**src/hw/rtl/lprl_pkg.sv**
```systemverilog
// Shared types and constants for the longest prefix route lookup block.
`timescale 1ns / 1ps
`default_nettype none

package lprl_pkg;

  // Fixed field widths of the streaming interface.
  localparam int unsigned ADDR_W     = 32;
  localparam int unsigned IDX_OUT_W  = 10;
  localparam int unsigned PORT_OUT_W = 4;
  localparam int unsigned CFG_W      = 11;

  // Input mode codes carried in in_tuser.
  localparam logic MODE_WRITE  = 1'b0;
  localparam logic MODE_LOOKUP = 1'b1;

  // Bit offsets of the fields inside one stored route word.
  localparam int unsigned WORD_PREFIX_LSB = 0;
  localparam int unsigned WORD_MASK_LSB   = 32;
  localparam int unsigned WORD_HOP_LSB    = 64;
  localparam int unsigned WORD_PORT_LSB   = 96;

  // Scan engine states.
  typedef enum logic [1:0] {
    ST_IDLE,
    ST_RUN,
    ST_DONE
  } lprl_state_t;

  // Lookup request from the front end to the scan engine.
  typedef struct packed {
    logic              start;
    logic [ADDR_W-1:0] addr;
  } lprl_req_t;

  // Finished lookup handed from the scan engine to the output register.
  typedef struct packed {
    logic                  valid;
    logic                  hit;
    logic [IDX_OUT_W-1:0]  match_index;
    logic [ADDR_W-1:0]     gateway;
    logic [PORT_OUT_W-1:0] port;
  } lprl_result_t;

endpackage

`default_nettype wire

```
**src/hw/rtl/lprl_scan.sv**
```systemverilog
// Scan engine: walks the route table one entry per cycle and keeps the best match.
`timescale 1ns / 1ps
`default_nettype none

module lprl_scan #(
  parameter int unsigned PORT_BITS = 4,
  parameter int unsigned IDX_W     = 10,
  parameter int unsigned CNT_W     = 11,
  parameter int unsigned DW        = 100
) (
  input  wire logic                   clk,
  input  wire logic                   rst_n,
  input  wire lprl_pkg::lprl_req_t    req,
  input  wire logic       [CNT_W-1:0] count,
  output logic                        idle,
  output logic                        rd_en,
  output logic            [IDX_W-1:0] rd_addr,
  input  wire logic          [DW-1:0] rd_data,
  output lprl_pkg::lprl_result_t      res,
  input  wire logic                   res_ready
);

  lprl_pkg::lprl_state_t state_r, state_nxt;
  logic [CNT_W-1:0]  iss_r, iss_nxt;
  logic              issue_last;
  logic              rd_vld_r;
  logic              rd_last_r;
  logic [IDX_W-1:0]  rd_idx_r;
  logic [31:0]       addr_r;
  logic              found_r;
  logic [31:0]       best_mask_r;
  logic [IDX_W-1:0]  best_idx_r;
  logic [31:0]       best_hop_r;
  logic [PORT_BITS-1:0] best_port_r;

  logic [31:0]          ent_prefix;
  logic [31:0]          ent_mask;
  logic [31:0]          ent_hop;
  logic [PORT_BITS-1:0] ent_port;
  logic                 take;

  // Unpack the entry that came back from the memory.
  assign ent_prefix = rd_data[lprl_pkg::WORD_PREFIX_LSB +: 32];
  assign ent_mask   = rd_data[lprl_pkg::WORD_MASK_LSB +: 32];
  assign ent_hop    = rd_data[lprl_pkg::WORD_HOP_LSB +: 32];
  assign ent_port   = rd_data[lprl_pkg::WORD_PORT_LSB +: PORT_BITS];

  // A matching entry replaces the best one when its mask is numerically no smaller.
  assign take = rd_vld_r && ((addr_r & ent_mask) == ent_prefix) &&
                (!found_r || (ent_mask >= best_mask_r));

  // Next state and read issue.
  always_comb begin
    state_nxt  = state_r;
    iss_nxt    = iss_r;
    rd_en      = 1'b0;
    rd_addr    = iss_r[IDX_W-1:0];
    issue_last = 1'b0;
    case (state_r)
      lprl_pkg::ST_IDLE: begin
        if (req.start) begin
          iss_nxt   = '0;
          state_nxt = (count == '0) ? lprl_pkg::ST_DONE : lprl_pkg::ST_RUN;
        end
      end
      lprl_pkg::ST_RUN: begin
        if (iss_r < count) begin
          rd_en      = 1'b1;
          iss_nxt    = iss_r + CNT_W'(1);
          issue_last = ((iss_r + CNT_W'(1)) == count);
        end
        if (rd_vld_r && rd_last_r) begin
          state_nxt = lprl_pkg::ST_DONE;
        end
      end
      lprl_pkg::ST_DONE: begin
        if (res_ready) begin
          state_nxt = lprl_pkg::ST_IDLE;
        end
      end
      default: begin
        state_nxt = lprl_pkg::ST_IDLE;
      end
    endcase
  end

  // Control registers.
  always_ff @(posedge clk) begin
    if (!rst_n) begin
      state_r   <= lprl_pkg::ST_IDLE;
      iss_r     <= '0;
      rd_vld_r  <= 1'b0;
      rd_last_r <= 1'b0;
      found_r   <= 1'b0;
    end else begin
      state_r   <= state_nxt;
      iss_r     <= iss_nxt;
      rd_vld_r  <= rd_en;
      rd_last_r <= issue_last;
      if (state_r == lprl_pkg::ST_IDLE && req.start) begin
        found_r <= 1'b0;
      end else if (take) begin
        found_r <= 1'b1;
      end
    end
  end

  // Payload registers: lookup address, read tag and best entry so far.
  always_ff @(posedge clk) begin
    rd_idx_r <= rd_addr;
    if (state_r == lprl_pkg::ST_IDLE && req.start) begin
      addr_r <= req.addr;
    end
    if (take) begin
      best_mask_r <= ent_mask;
      best_idx_r  <= rd_idx_r;
      best_hop_r  <= ent_hop;
      best_port_r <= ent_port;
    end
  end

  // Result; a miss reports zeros.
  always_comb begin
    res.valid       = (state_r == lprl_pkg::ST_DONE);
    res.hit         = found_r;
    res.match_index = found_r ? lprl_pkg::IDX_OUT_W'(best_idx_r) : '0;
    res.gateway     = found_r ? best_hop_r : '0;
    res.port        = found_r ? lprl_pkg::PORT_OUT_W'(best_port_r) : '0;
  end

  assign idle = (state_r == lprl_pkg::ST_IDLE);

endmodule

`default_nettype wire

```
**config.mk**
```make
export PLATFORM = sky130hd
export DESIGN_NAME = lprl_scan
export DESIGN_NICKNAME = d
export VERILOG_FILES = /design/src/hw/rtl/lprl_pkg.sv /design/src/hw/rtl/lprl_scan.sv
export SDC_FILE = /design/constraint.sdc
export NUM_CORES = 1
export LEC_CHECK = 0
export ABC_CLOCK_PERIOD_IN_PS = 6000
export BUFFER_PORTS_ARGS = -buffer_cell sky130_fd_sc_hd__buf_4
export CAP_MARGIN = 20
export CORE_MARGIN = 5
export CORE_UTILIZATION = 35
export CTS_CLUSTER_SIZE = 16
export DETAILED_ROUTE_END_ITERATION = 12
export PLACE_DENSITY = 0.66
export REMOVE_ABC_BUFFERS = 1
export SLEW_MARGIN = 40
export SYNTH_ARGS = -nofsm -noshare
export SYNTH_HDL_FRONTEND = slang
export SYNTH_SLANG_ARGS = --single-unit
```
**constraint.sdc**
```tcl
create_clock -name clk -period 6 [get_ports clk]
set_input_delay 0.3 -clock clk [delete_from_list [all_inputs] [get_ports clk]]
set_output_delay 0.3 -clock clk [all_outputs]
set_load 0.1 [all_outputs]
```
==> run_results.csv, run 1 <==
group,metric,value,unit
power_and_ir_drop,powerDensity,257,nW/um^2
setup_path,crit_chain,"inv_1 > ha_1 > nand4_1 > nor3_1 > a21oi_1 > o2111ai_1 > a41oi_1 > nor2_4 > buf_4",
timing,whs,0.0585,ns
setup_path,critical_path.n_buffers_inverters,2,
min_path,hold_path_depth,1,
synthesis,postSynthRegisterBits,136,
floorplan,core_region_area,18000,sq um
run_status,status,"completed",
cells_and_area,layout.area.seq,3820,sq um
timing,rsz_0062_raised_after_global_routing,"false",
clocking,clk_latency,0.41,ns
setup_path,highest_fanout_seen_on_the_critical_path,59,
timing,fin_crit_sh,52.0,%
power_and_ir_drop,p_total,0.00224,W
cells_and_area,n_antenna_cell,0,
clocking,cts-root-to-sink-buffers,2,
floorplan,die-height,145,microns
setup_path,worst-r2r-cell-count,9,
global_routing,grt_overflow_total,0,
clocking,post_cts_hold_buffer_count,0,
route,firstDrtPassIters,4,
cells_and_area,fillCellCount,1652,
clocking,post_cts_repair_timing_setup_buffer_count,0,
route,vias,4545,
cells_and_area,final_layout_size_suffix_gt1_share,32.8,%
timing,maximum_clock_frequency,0.321,GHz
setup_path,regToRegEndpoint,"best_idx_r[9]",
min_path,hold_end,"addr_r[11]",
setup_path,critical_path.startpoint_type,"register",
clocking,path_clk_slew,0.06,ns
cells_and_area,most_frequent_standard_cell_in_the_layout_excluding_fill_and_tap_cells,"sky130_fd_sc_hd__buf_4",
min_path,holdCritStartpoint,"req[11]",
synthesis,yosysTopAreaCellShare,51.7,%
route,avgViaCountPerCell,4.62,
route,drtAntennaViolNets,0,
setup_path,slowest_stage,"sky130_fd_sc_hd__buf_4",
timing,finalWorstPathRequiredPeriod,3.12,ns
setup_path,critical_path_arrival,3.15,ns
setup_path,critical_path_class,"reg -> reg",
floorplan,die_area,21000,sq um
cells_and_area,finalNetCount,932,
setup_path,path_depth,9,
clocking,cts_htree_levels,4,
cells_and_area,multiInputGateArea,2280,sq um
synthesis,yosys_most_used_dff,"sky130_fd_sc_hd__edfxtp_1",
clocking,clock_sinks,136,
synthesis,synth_edf_count,110,
synthesis,ys_types,44,
setup_path,cp_slowest_stage_delay,0.70,ns
synthesis,synthTopCellsByArea,"sky130_fd_sc_hd__edfxtp_1 (52%), sky130_fd_sc_hd__ha_1 (8.6%), sky130_fd_sc_hd__dfxtp_1 (8.2%)",
cells_and_area,layout.cells.most_common_list,"sky130_fd_sc_hd__buf_4 (209), sky130_fd_sc_hd__edfxtp_1 (110), sky130_fd_sc_hd__nand2_1 (54), sky130_fd_sc_hd__inv_1 (50), sky130_fd_sc_hd__and2_1 (46)",
route,remaining_drc_errors,0,
setup_path,r2r-start,"best_mask_r[27]",
clocking,cts-resized-gates,0,
placed_design,final_weighted_congestion_in_routability_driven_placement,0.798,
placed_design,detailed_place_hpwl,12000,microns
power_and_ir_drop,leakage,3.77,nW
route,post_drt_wl_per_cell,15.6,microns
synthesis,avgSynthCellArea,12.1,sq um
placed_design,port-buffer-count,206,
synthesis,synthDominantAreaCellType,"sky130_fd_sc_hd__edfxtp_1",
timing,drv_slew,0,
power_and_ir_drop,power.ir.vdd_worst,183,uV
synthesis,synthesis.instances,529,
global_routing,wire_length_of_the_first_global_routing_pass,24700,microns
floorplan,boundaryPins,207,
timing,final_hold_viol_count,0,
global_routing,grt_start_max_net_pins,60,
timing,setup_violations,0,
synthesis,synthArstFlopShare,0,%
setup_path,worst_path_dominant_cell_family,"simple AND/OR/NAND/NOR gates",
min_path,worst_hold_path_type,"in -> reg",
synthesis,synth_warnings,0,
global_routing,antenna_found_initial,0,
timing,tightestPinTransition,0.783,ns
synthesis,mappedNetlistArea,6390,sq um
clocking,cts-root-buf,"sky130_fd_sc_hd__clkbuf_16",
floorplan,start_util,35.6,%
clocking,cts_inserted_buffers,17,
clocking,clock_tree_from_tritoncts,"done",
timing,relSlewSlack,47.8,%
timing,setup-tns-final,0,ns
synthesis,yosysSeqAreaShare,59.9,%
floorplan,die_x,145,microns
setup_path,cp.required,6.03,ns
route,routed_wl,15400,microns
setup_path,critical_path_capture_point_type,"register",
setup_path,reg2reg_slack,2.88,ns
global_routing,number_of_global_route_vias_before_repair,4763,
global_routing,tot_gr_track_use,14.6,%
route,detailedRoute.firstIterationViolations,163,
flow_run,drv.max_cap_violation_count,0,
cells_and_area,area_growth,36.6,%
floorplan,core.rowCount,49,
timing,clock_skew,0.0138,ns
==> synthesized netlist by cell type, types with 2 or more instances <==
| cell type | count |
|---|---|
| sky130_fd_sc_hd__nor2b_1 | 3 |
| sky130_fd_sc_hd__buf_4 | 11 |
| sky130_fd_sc_hd__xor2_1 | 33 |
| sky130_fd_sc_hd__xnor2_1 | 15 |
| sky130_fd_sc_hd__nand3_1 | 12 |
| sky130_fd_sc_hd__edfxtp_1 | 110 |
| sky130_fd_sc_hd__a21o_1 | 3 |
| sky130_fd_sc_hd__nor2_1 | 11 |
| sky130_fd_sc_hd__inv_1 | 50 |
| sky130_fd_sc_hd__nor3_1 | 8 |
| sky130_fd_sc_hd__dfxtp_1 | 26 |
| sky130_fd_sc_hd__a211oi_1 | 2 |
| sky130_fd_sc_hd__and3_1 | 3 |
| sky130_fd_sc_hd__nand4_1 | 13 |
| sky130_fd_sc_hd__a21oi_1 | 23 |
| sky130_fd_sc_hd__a2111o_1 | 2 |
| sky130_fd_sc_hd__and2_1 | 46 |
| sky130_fd_sc_hd__nor4_1 | 4 |
| sky130_fd_sc_hd__o2111ai_1 | 2 |
| sky130_fd_sc_hd__ha_1 | 44 |
| sky130_fd_sc_hd__or3_1 | 4 |
| sky130_fd_sc_hd__nand2_1 | 54 |
| sky130_fd_sc_hd__clkbuf_1 | 5 |
| sky130_fd_sc_hd__o21ai_0 | 22 |
| sky130_fd_sc_hd__nand2b_1 | 2 |
| sky130_fd_sc_hd__nand3_2 | 3 |
==> kinds of logic (layout without fill, tap and decap cells) <==
| kind of cell | Yosys count | count (layout) | share of synthesized area, % |
|---|---|---|---|
| xor gates and xnor gates | 48 | 48 | 6.58 |
| buffers and inverters | 67 | 292 | 4.58 |
| and+or+nand+nor | 168 | 168 | 13.9 |
| adders and majority gates | 44 | 44 | 8.62 |
| DFF | 136 | 136 | 59.9 |
| AOI/OAI and AO/OA | 66 | 66 | 6.39 |
==> flip-flops by register name, indices dropped and copies added (netlist names), 2 cells and up <==
name,flops
addr_r,32
best_hop_r,32
best_mask_r,32
iss_r,11
best_idx_r,10
rd_idx_r,10
best_port_r,4
state_r,2
==> per-layer routing <==
| layer | track usage (%) | wire (microns) | vias to the layer above |
|---|---|---|---|
| li1 | - | - | 2286 |
| met1 | 18.4 | 6770 | 2113 |
| met2 | 23.9 | 7570 | 136 |
| met3 | 4.55 | 878 | 10 |
| met4 | 4.76 | 162 | 0 |
| met5 | 0 | 0 | - |
==> where the power goes <==
group	internal, W	switching (W)
Combinational	0.0000966	0.0000899
Clock	0.000614	0.000396
Sequential	0.00104	0.00000650
Total	0.00175	0.000492
==> how the worst max path moves through the flow <==
stage	start	to	slack, ns
finish	best_mask_r[27]	best_idx_r[9]	2.88
global route	best_mask_r[27]	best_hop_r[6]	2.60
CTS	best_mask_r[27]	best_hop_r[6]	2.83
detailed placement	rd_data[59]	best_hop_r[9]	2.78
global placement	rd_data[56]	best_hop_r[24]	2.83
floorplan	found_r	best_hop_r[0]	0.93
==> final cells by class <==
| class | instances | area share, % |
|---|---|---|
| well taps | 229 | 3.28 |
| clock buffers | 18 | 4.92 |
| flip-flops and latches | 136 | 43.8 |
| inverters | 51 | 2.19 |
| repair buffers | 209 | 18.0 |
| clock inverters | 14 | 1.71 |
| multi-input cells | 326 | 26.1 |
==> metrics by stage <==
| step | util (%) | std cells | worst slack (ns) | cell area (sq um) |
|---|---|---|---|---|
| floorplan | - | 513 | 0.930 | 6280 |
| global placement | 45.4 | 951 | 2.83 | 8150 |
| detailed placement | 45.4 | 951 | 2.78 | 8150 |
| CTS | 48.6 | 983 | 2.83 | 8730 |
| global route | 48.6 | 983 | 2.60 | 8730 |
| finish | 48.6 | 983 | 2.88 | 8730 |
Power figures use the tool's default switching activity.
==> inputs of run 2 (changes only) <==
ABC_CLOCK_PERIOD_IN_PS = 2900   (was 6000)
clock period = 2.9 ns   (was 6 ns; I/O delays follow)
==> run 2 against run 1 <==
  * Global-route usage up 1.2 points
  * Register-to-register slack got worse by 2.4 ns
  * Largest power group is now the clock network
  * Highest routed layer unchanged
  * Hold slack got worse by 0.018 ns
==> run_results.csv, run 2 (synthesis gave the netlist of run 1 again) <==
group,metric,value,unit
clocking,clock_tree_from_tritoncts,"done",
power_and_ir_drop,power.ir.vdd_worst,453,uV
global_routing,number_of_global_route_vias_before_repair,5231,
timing,drv_slew,0,
clocking,cts_htree_levels,4,
timing,finalWorstPathRequiredPeriod,2.54,ns
cells_and_area,finalNonFillerCells,1093,
clocking,cts_inserted_buffers,17,
timing,final_hold_viol_count,0,
setup_path,critical_path.n_buffers_inverters,2,
clocking,post_cts_repair_timing_setup_buffer_count,0,
clocking,clk_latency,0.41,ns
timing,tightestPinTransition,0.681,ns
placed_design,port-buffer-count,206,
clocking,cts-root-to-sink-buffers,2,
setup_path,highest_fanout_seen_on_the_critical_path,7,
setup_path,crit_chain,"ha_1 > nand3b_1 > a21oi_1 > o31ai_1 > nand2_1 > inv_1 > buf_4",
setup_path,worst_path_dominant_cell_family,"flip-flops",
cells_and_area,area_growth,54.2,%
power_and_ir_drop,powerDensity,497,nW/um^2
timing,fin_crit_sh,87.6,%
setup_path,critical_path_capture_point_type,"output pin",
setup_path,worst-r2r-cell-count,8,
route,detailedRoute.firstIterationViolations,219,
floorplan,boundaryPins,207,
setup_path,cp.required,2.76,ns
setup_path,slowest_stage,"sky130_fd_sc_hd__dfxtp_1",
floorplan,core.rowCount,49,
min_path,worst_hold_path_type,"in -> reg",
clocking,path_clk_slew,0.06,ns
route,routed_wl,16600,microns
route,drtAntennaViolNets,0,
clocking,cts-resized-gates,0,
cells_and_area,most_frequent_standard_cell_in_the_layout_excluding_fill_and_tap_cells,"sky130_fd_sc_hd__buf_4",
global_routing,met2_usage,25.9,%
cells_and_area,layout.cells.most_common_list,"sky130_fd_sc_hd__buf_4 (214), sky130_fd_sc_hd__edfxtp_1 (110), sky130_fd_sc_hd__dlygate4sd3_1 (100), sky130_fd_sc_hd__nand2_1 (54), sky130_fd_sc_hd__inv_1 (50)",
floorplan,die_x,145,microns
clocking,cts-root-buf,"sky130_fd_sc_hd__clkbuf_16",
cells_and_area,final_layout_size_suffix_gt1_share,29.2,%
floorplan,die-height,145,microns
timing,relSlewSlack,54.6,%
global_routing,grt_overflow_total,0,
setup_path,critical_path_arrival,2.40,ns
placed_design,detailed_place_hpwl,11900,microns
global_routing,grt_start_max_net_pins,48,
timing,setup_violations,0,
floorplan,core_region_area,18000,sq um
route,firstDrtPassIters,4,
floorplan,start_util,35.6,%
timing,clock_skew,0.0128,ns
route,post_drt_wl_per_cell,15.2,microns
min_path,hold_path_depth,4,
global_routing,antenna_found_initial,2,
setup_path,critical_path_class,"reg -> out",
placed_design,placedCellCount,958,
route,vias,5015,
flow_run,drv.max_cap_violation_count,0,
placed_design,final_weighted_congestion_in_routability_driven_placement,0.857,
setup_path,path_depth,7,
setup_path,cp_slowest_stage_delay,0.50,ns
global_routing,grt_use_met3,4.55,%
cells_and_area,finalNetCount,1039,
global_routing,grtUsageMet1,19.7,%
timing,whs,0.0405,ns
timing,rsz_0062_raised_after_global_routing,"false",
floorplan,die_area,21000,sq um
global_routing,tot_gr_track_use,15.8,%
route,avgViaCountPerCell,4.59,
run_status,status,"completed",
timing,maximum_clock_frequency,0.394,GHz
clocking,clock_sinks,136,
global_routing,grt_most_used_layer,"met2",
setup_path,critical_path.startpoint_type,"register",
power_and_ir_drop,leakage,4.24,nW
cells_and_area,reg.largest.list,"addr_r (32), best_hop_r (32), best_mask_r (32)",
clocking,post_cts_hold_buffer_count,100,
global_routing,wire_length_of_the_first_global_routing_pass,26900,microns
route,remaining_drc_errors,0,
## run 2: changes by cell type in the layout (fill, tap and decap cells not counted), sizes merged
cell	before	now
dlygate4sd3	0	100
buf	209	216
diode	0	3
bufinv	2	4
clkinv	10	8
clkinvlp	1	3
inv	52	50
## run 2: path summary, 6_finish.rpt
check	slack (ns)	from	endpoint
hold / removal	0.04	res_ready	state_r[1]
setup reg to reg	0.44	best_mask_r[0]	best_hop_r[9]
hold reg to reg	0.40	rd_idx_r[2]	best_idx_r[2]
setup / recovery	0.36	iss_r[1]	rd_en
## run 2: final cells by class
cell class | instances | area (sq um)
multi-input combinational | 326 | 2280
timing repair buffer | 316 | 2650
clock inverter | 14 | 181
fill | 1505 | 8120
inverter | 51 | 191
antenna | 3 | 7.51
sequential | 136 | 3820
tap | 229 | 287
clock buffer | 18 | 429
## run 2: metal layers
metal,part of all wire (%),up-vias
met5,0,-
met4,2.5,0
met3,5.3,28
met2,48,150
met1,44,2336
li1,-,2501
## run 2: worst register-to-register path, delay by kind of cell, from the launching register on
kind,cells,cell delay (ns)
flops,1,0.37
fa+ha+maj,1,0.27
compound gates,4,1.09
buf+inv,1,0.19
simple gates,2,0.22
## run 2: through the flow
step | setup slack [ns] | TNS, ns | total power (W) | instance area [sq um] | utilization, %
after floorplan | -2.17 | -173.75 | 0.00236 | 6280 | -
after global placement | 0.498 | 0 | 0.00259 | 8230 | 45.8
after detailed placement | 0.461 | 0 | 0.00259 | 8230 | 45.8
after CTS | 0.317 | 0 | 0.00493 | 9840 | 54.8
after global routing | 0.163 | 0 | 0.00508 | 9840 | 54.8
final | 0.359 | 0 | 0.00489 | 9840 | 54.8
## run 2: report_power, final
part / total, W / leakage (nW) / internal, W / switching (W)
clock: 0.00222 / 0.288 / 0.00143 / 0.000795
sequential: 0.00216 / 1.23 / 0.00215 / 0.0000124
combinational: 0.000507 / 2.72 / 0.000289 / 0.000218
total: 0.00489 / 4.24 / 0.00386 / 0.00103
==> inputs of run 3 (changes only) <==
ABC_CLOCK_PERIOD_IN_PS = 3300   (was 2900)
CTS_BUF_LIST = sky130_fd_sc_hd__clkbuf_4   (was not set)
clock period = 3.3 ns   (was 2.9 ns; I/O delays follow)
==> run 3 against run 2 <==
  * Global-route usage increased by 0.055 points
  * Wire length rose by 0.79%
  * Register-to-register slack gained 0.13 ns
  * Clock power down 49%
  * Sequential cell count unchanged
  * First-iteration DRC count up 1.8%
  * Highest routed layer unchanged
  * Non-clock buffer count increased by 6
  * Largest power group is now registers
  * Die area unchanged
  * Setup slack improved by 0.084 ns
  * Critical path depth is the same
  * Core utilization shrank 1.4 points
==> run_results.csv, run 3 (synthesis gave the netlist of run 1 again) <==
group,metric,value,unit
power_and_ir_drop,combPwrFrac,12.9,%
timing,clock_skew,0.0204,ns
setup_path,critical_path_capture_point_type,"output pin",
cells_and_area,finalNetCount,1045,
placed_design,detailed_place_hpwl,11700,microns
setup_path,cp_slowest_stage_delay,0.54,ns
run_status,status,"completed",
clocking,cts_htree_levels,4,
clocking,clock_tree_from_tritoncts,"done",
timing,final_hold_viol_count,0,
clocking,path_clk_slew,0.12,ns
setup_path,highest_fanout_seen_on_the_critical_path,10,
power_and_ir_drop,powerDensity,363,nW/um^2
global_routing,grt_overflow_total,0,
floorplan,die-height,145,microns
power_and_ir_drop,power.internal,0.00268,W
clocking,clock_sinks,136,
power_and_ir_drop,power.share.switching,23.1,%
placed_design,port-buffer-count,206,
route,drtAntennaViolNets,0,
min_path,worst_hold_path_type,"in -> reg",
clocking,cts-root-buf,"sky130_fd_sc_hd__clkbuf_4",
setup_path,cp.required,3.13,ns
global_routing,antenna_found_initial,2,
power_and_ir_drop,p_seq_share,54.4,%
setup_path,critical_path_arrival,2.69,ns
floorplan,core_region_area,18000,sq um
timing,relSlewSlack,49.7,%
floorplan,boundaryPins,207,
flow_run,drv.max_cap_violation_count,0,
power_and_ir_drop,power.share.clock,32.7,%
cells_and_area,most_frequent_standard_cell_in_the_layout_excluding_fill_and_tap_cells,"sky130_fd_sc_hd__buf_4",
placed_design,dp_worst_setup_slack,0.603,ns
timing,finalWorstPathRequiredPeriod,2.86,ns
setup_path,crit_chain,"ha_1 > a21oi_1 > a21oi_1 > o31ai_1 > nand2_1 > inv_1 > buf_4",
global_routing,number_of_global_route_vias_before_repair,5130,
timing,fin_crit_sh,86.6,%
setup_path,slowest_stage,"sky130_fd_sc_hd__dfxtp_1",
timing,whs,0.0950,ns
clocking,clk_latency,0.53,ns
setup_path,critical_path_class,"reg -> out",
route,routed_wl,16700,microns
setup_path,critical_path.startpoint_type,"register",
cells_and_area,final_layout_size_suffix_gt1_share,29.2,%
cells_and_area,fillCellCount,1547,
timing,drv_slew,0,
cells_and_area,postLayoutCoreUtil,53.4,%
placed_design,placed_cell_area,8210,sq um
global_routing,tot_gr_track_use,15.8,%
power_and_ir_drop,power.ir.vdd_worst,215,uV
setup_path,critical_path.most_common_cell,"sky130_fd_sc_hd__a21oi_1",
route,vias,4994,
route,firstDrtPassIters,4,
route,detailedRoute.firstIterationViolations,223,
timing,timing.final.ws_setup,0.442,ns
cells_and_area,area_growth,50.2,%
timing,rsz_0062_raised_after_global_routing,"false",
floorplan,core.rowCount,49,
timing,tightestPinTransition,0.754,ns
floorplan,die_area,21000,sq um
global_routing,grt_start_max_net_pins,48,
timing,setup_violations,0,
route,avgViaCountPerCell,4.55,
route,post_drt_wl_per_cell,15.2,microns
power_and_ir_drop,leakage,4.14,nW
placed_design,final_weighted_congestion_in_routability_driven_placement,0.820,
global_routing,wire_length_of_the_first_global_routing_pass,26700,microns
power_and_ir_drop,total_switching_power,0.000805,W
timing,maximum_clock_frequency,0.350,GHz
route,remaining_drc_errors,0,
cells_and_area,reg.largest.list,"addr_r (32), best_hop_r (32), best_mask_r (32)",
floorplan,die_x,145,microns
floorplan,start_util,35.6,%
clocking,cts-root-to-sink-buffers,2,
cells_and_area,post_route_cell_area,9590,sq um
cells_and_area,layout.cells.most_common_list,"sky130_fd_sc_hd__buf_4 (211), sky130_fd_sc_hd__edfxtp_1 (110), sky130_fd_sc_hd__dlygate4sd3_1 (108), sky130_fd_sc_hd__nand2_1 (54), sky130_fd_sc_hd__inv_1 (50)",
clocking,cts_inserted_buffers,17,
[run 3: changes by cell type in the layout (fill, tap and decap cells not counted), moves of 3 or more]
cell                            previous run  this run
sky130_fd_sc_hd__dlygate4sd3_1           100       108
sky130_fd_sc_hd__clkbuf_16                17         0
sky130_fd_sc_hd__clkinv_1                  4         1
sky130_fd_sc_hd__clkbuf_4                  0        19
sky130_fd_sc_hd__buf_4                   214       211
[run 3: path summary, 6_finish.rpt]
check                       from       endpoint  slack, ns  cells after the start
setup / recovery        iss_r[2]          rd_en       0.44                      7
hold / removal          count[4]      rd_last_r       0.09                      5
setup reg to reg  best_mask_r[0]  best_hop_r[3]       0.57                      9
hold reg to reg      rd_idx_r[6]  best_idx_r[6]       0.41                      0
[run 3: final cells by class]
| class | instances | area (sq um) | share of cell area [%] |
|---|---|---|---|
| Multi-Input combinational cell | 326 | 2280 | 23.7 |
| Tap cell | 229 | 287 | 2.99 |
| Inverter | 51 | 191 | 2.00 |
| Timing Repair Buffer | 322 | 2720 | 28.3 |
| Clock inverter | 13 | 151 | 1.58 |
| Sequential cell | 136 | 3820 | 39.9 |
| Clock buffer | 19 | 143 | 1.49 |
| Antenna cell | 2 | 5.00 | 0.0522 |
[run 3: power by group through the flow]
stage               sequential (W)  clock, W  combinational (W)
detailed placement         0.00193         0           0.000343
finish                     0.00189   0.00114           0.000449
CTS                        0.00189   0.00120           0.000448
floorplan                  0.00194         0           0.000133
global route               0.00190   0.00127           0.000491
global placement           0.00193         0           0.000338
[run 3: layer usage]
layer | wire (microns) | track usage, % | part of all wire (%) | vias to the layer above
met3 | 899 | 4.33 | 5.4 | 27
met2 | 8200 | 26.6 | 49 | 161
li1 | - | - | - | 2515
met1 | 7300 | 19.8 | 44 | 2291
met4 | 341 | 5.27 | 2.0 | 0
met5 | 0 | 0 | 0 | -
[run 3: what timing repair did]
item / CTS / global route
gates resized for setup: 0 / 0
setup endpoints to repair: 0 / 0
setup buffers: 0 / 0
hold buffers: 108 / 0
hold endpoints to repair: 109 / 0
[run 3: through the flow]
step,TNS (ns),cells,power (W)
floorplan,-138.07,513,0.00207
global placement,0,954,0.00227
detailed placement,0,956,0.00228
CTS,0,1096,0.00354
global route,0,1098,0.00366
finish,0,1098,0.00348
[run 3: critical path, delay by kind of cell, from the launching register on]
family	cells	cell delay [ns]
and+or+nand+nor	1	0.21
DFF	1	0.54
adders and majority gates	1	0.32
buffers and inverters	2	0.42
AOI/OAI and AO/OA	3	0.68
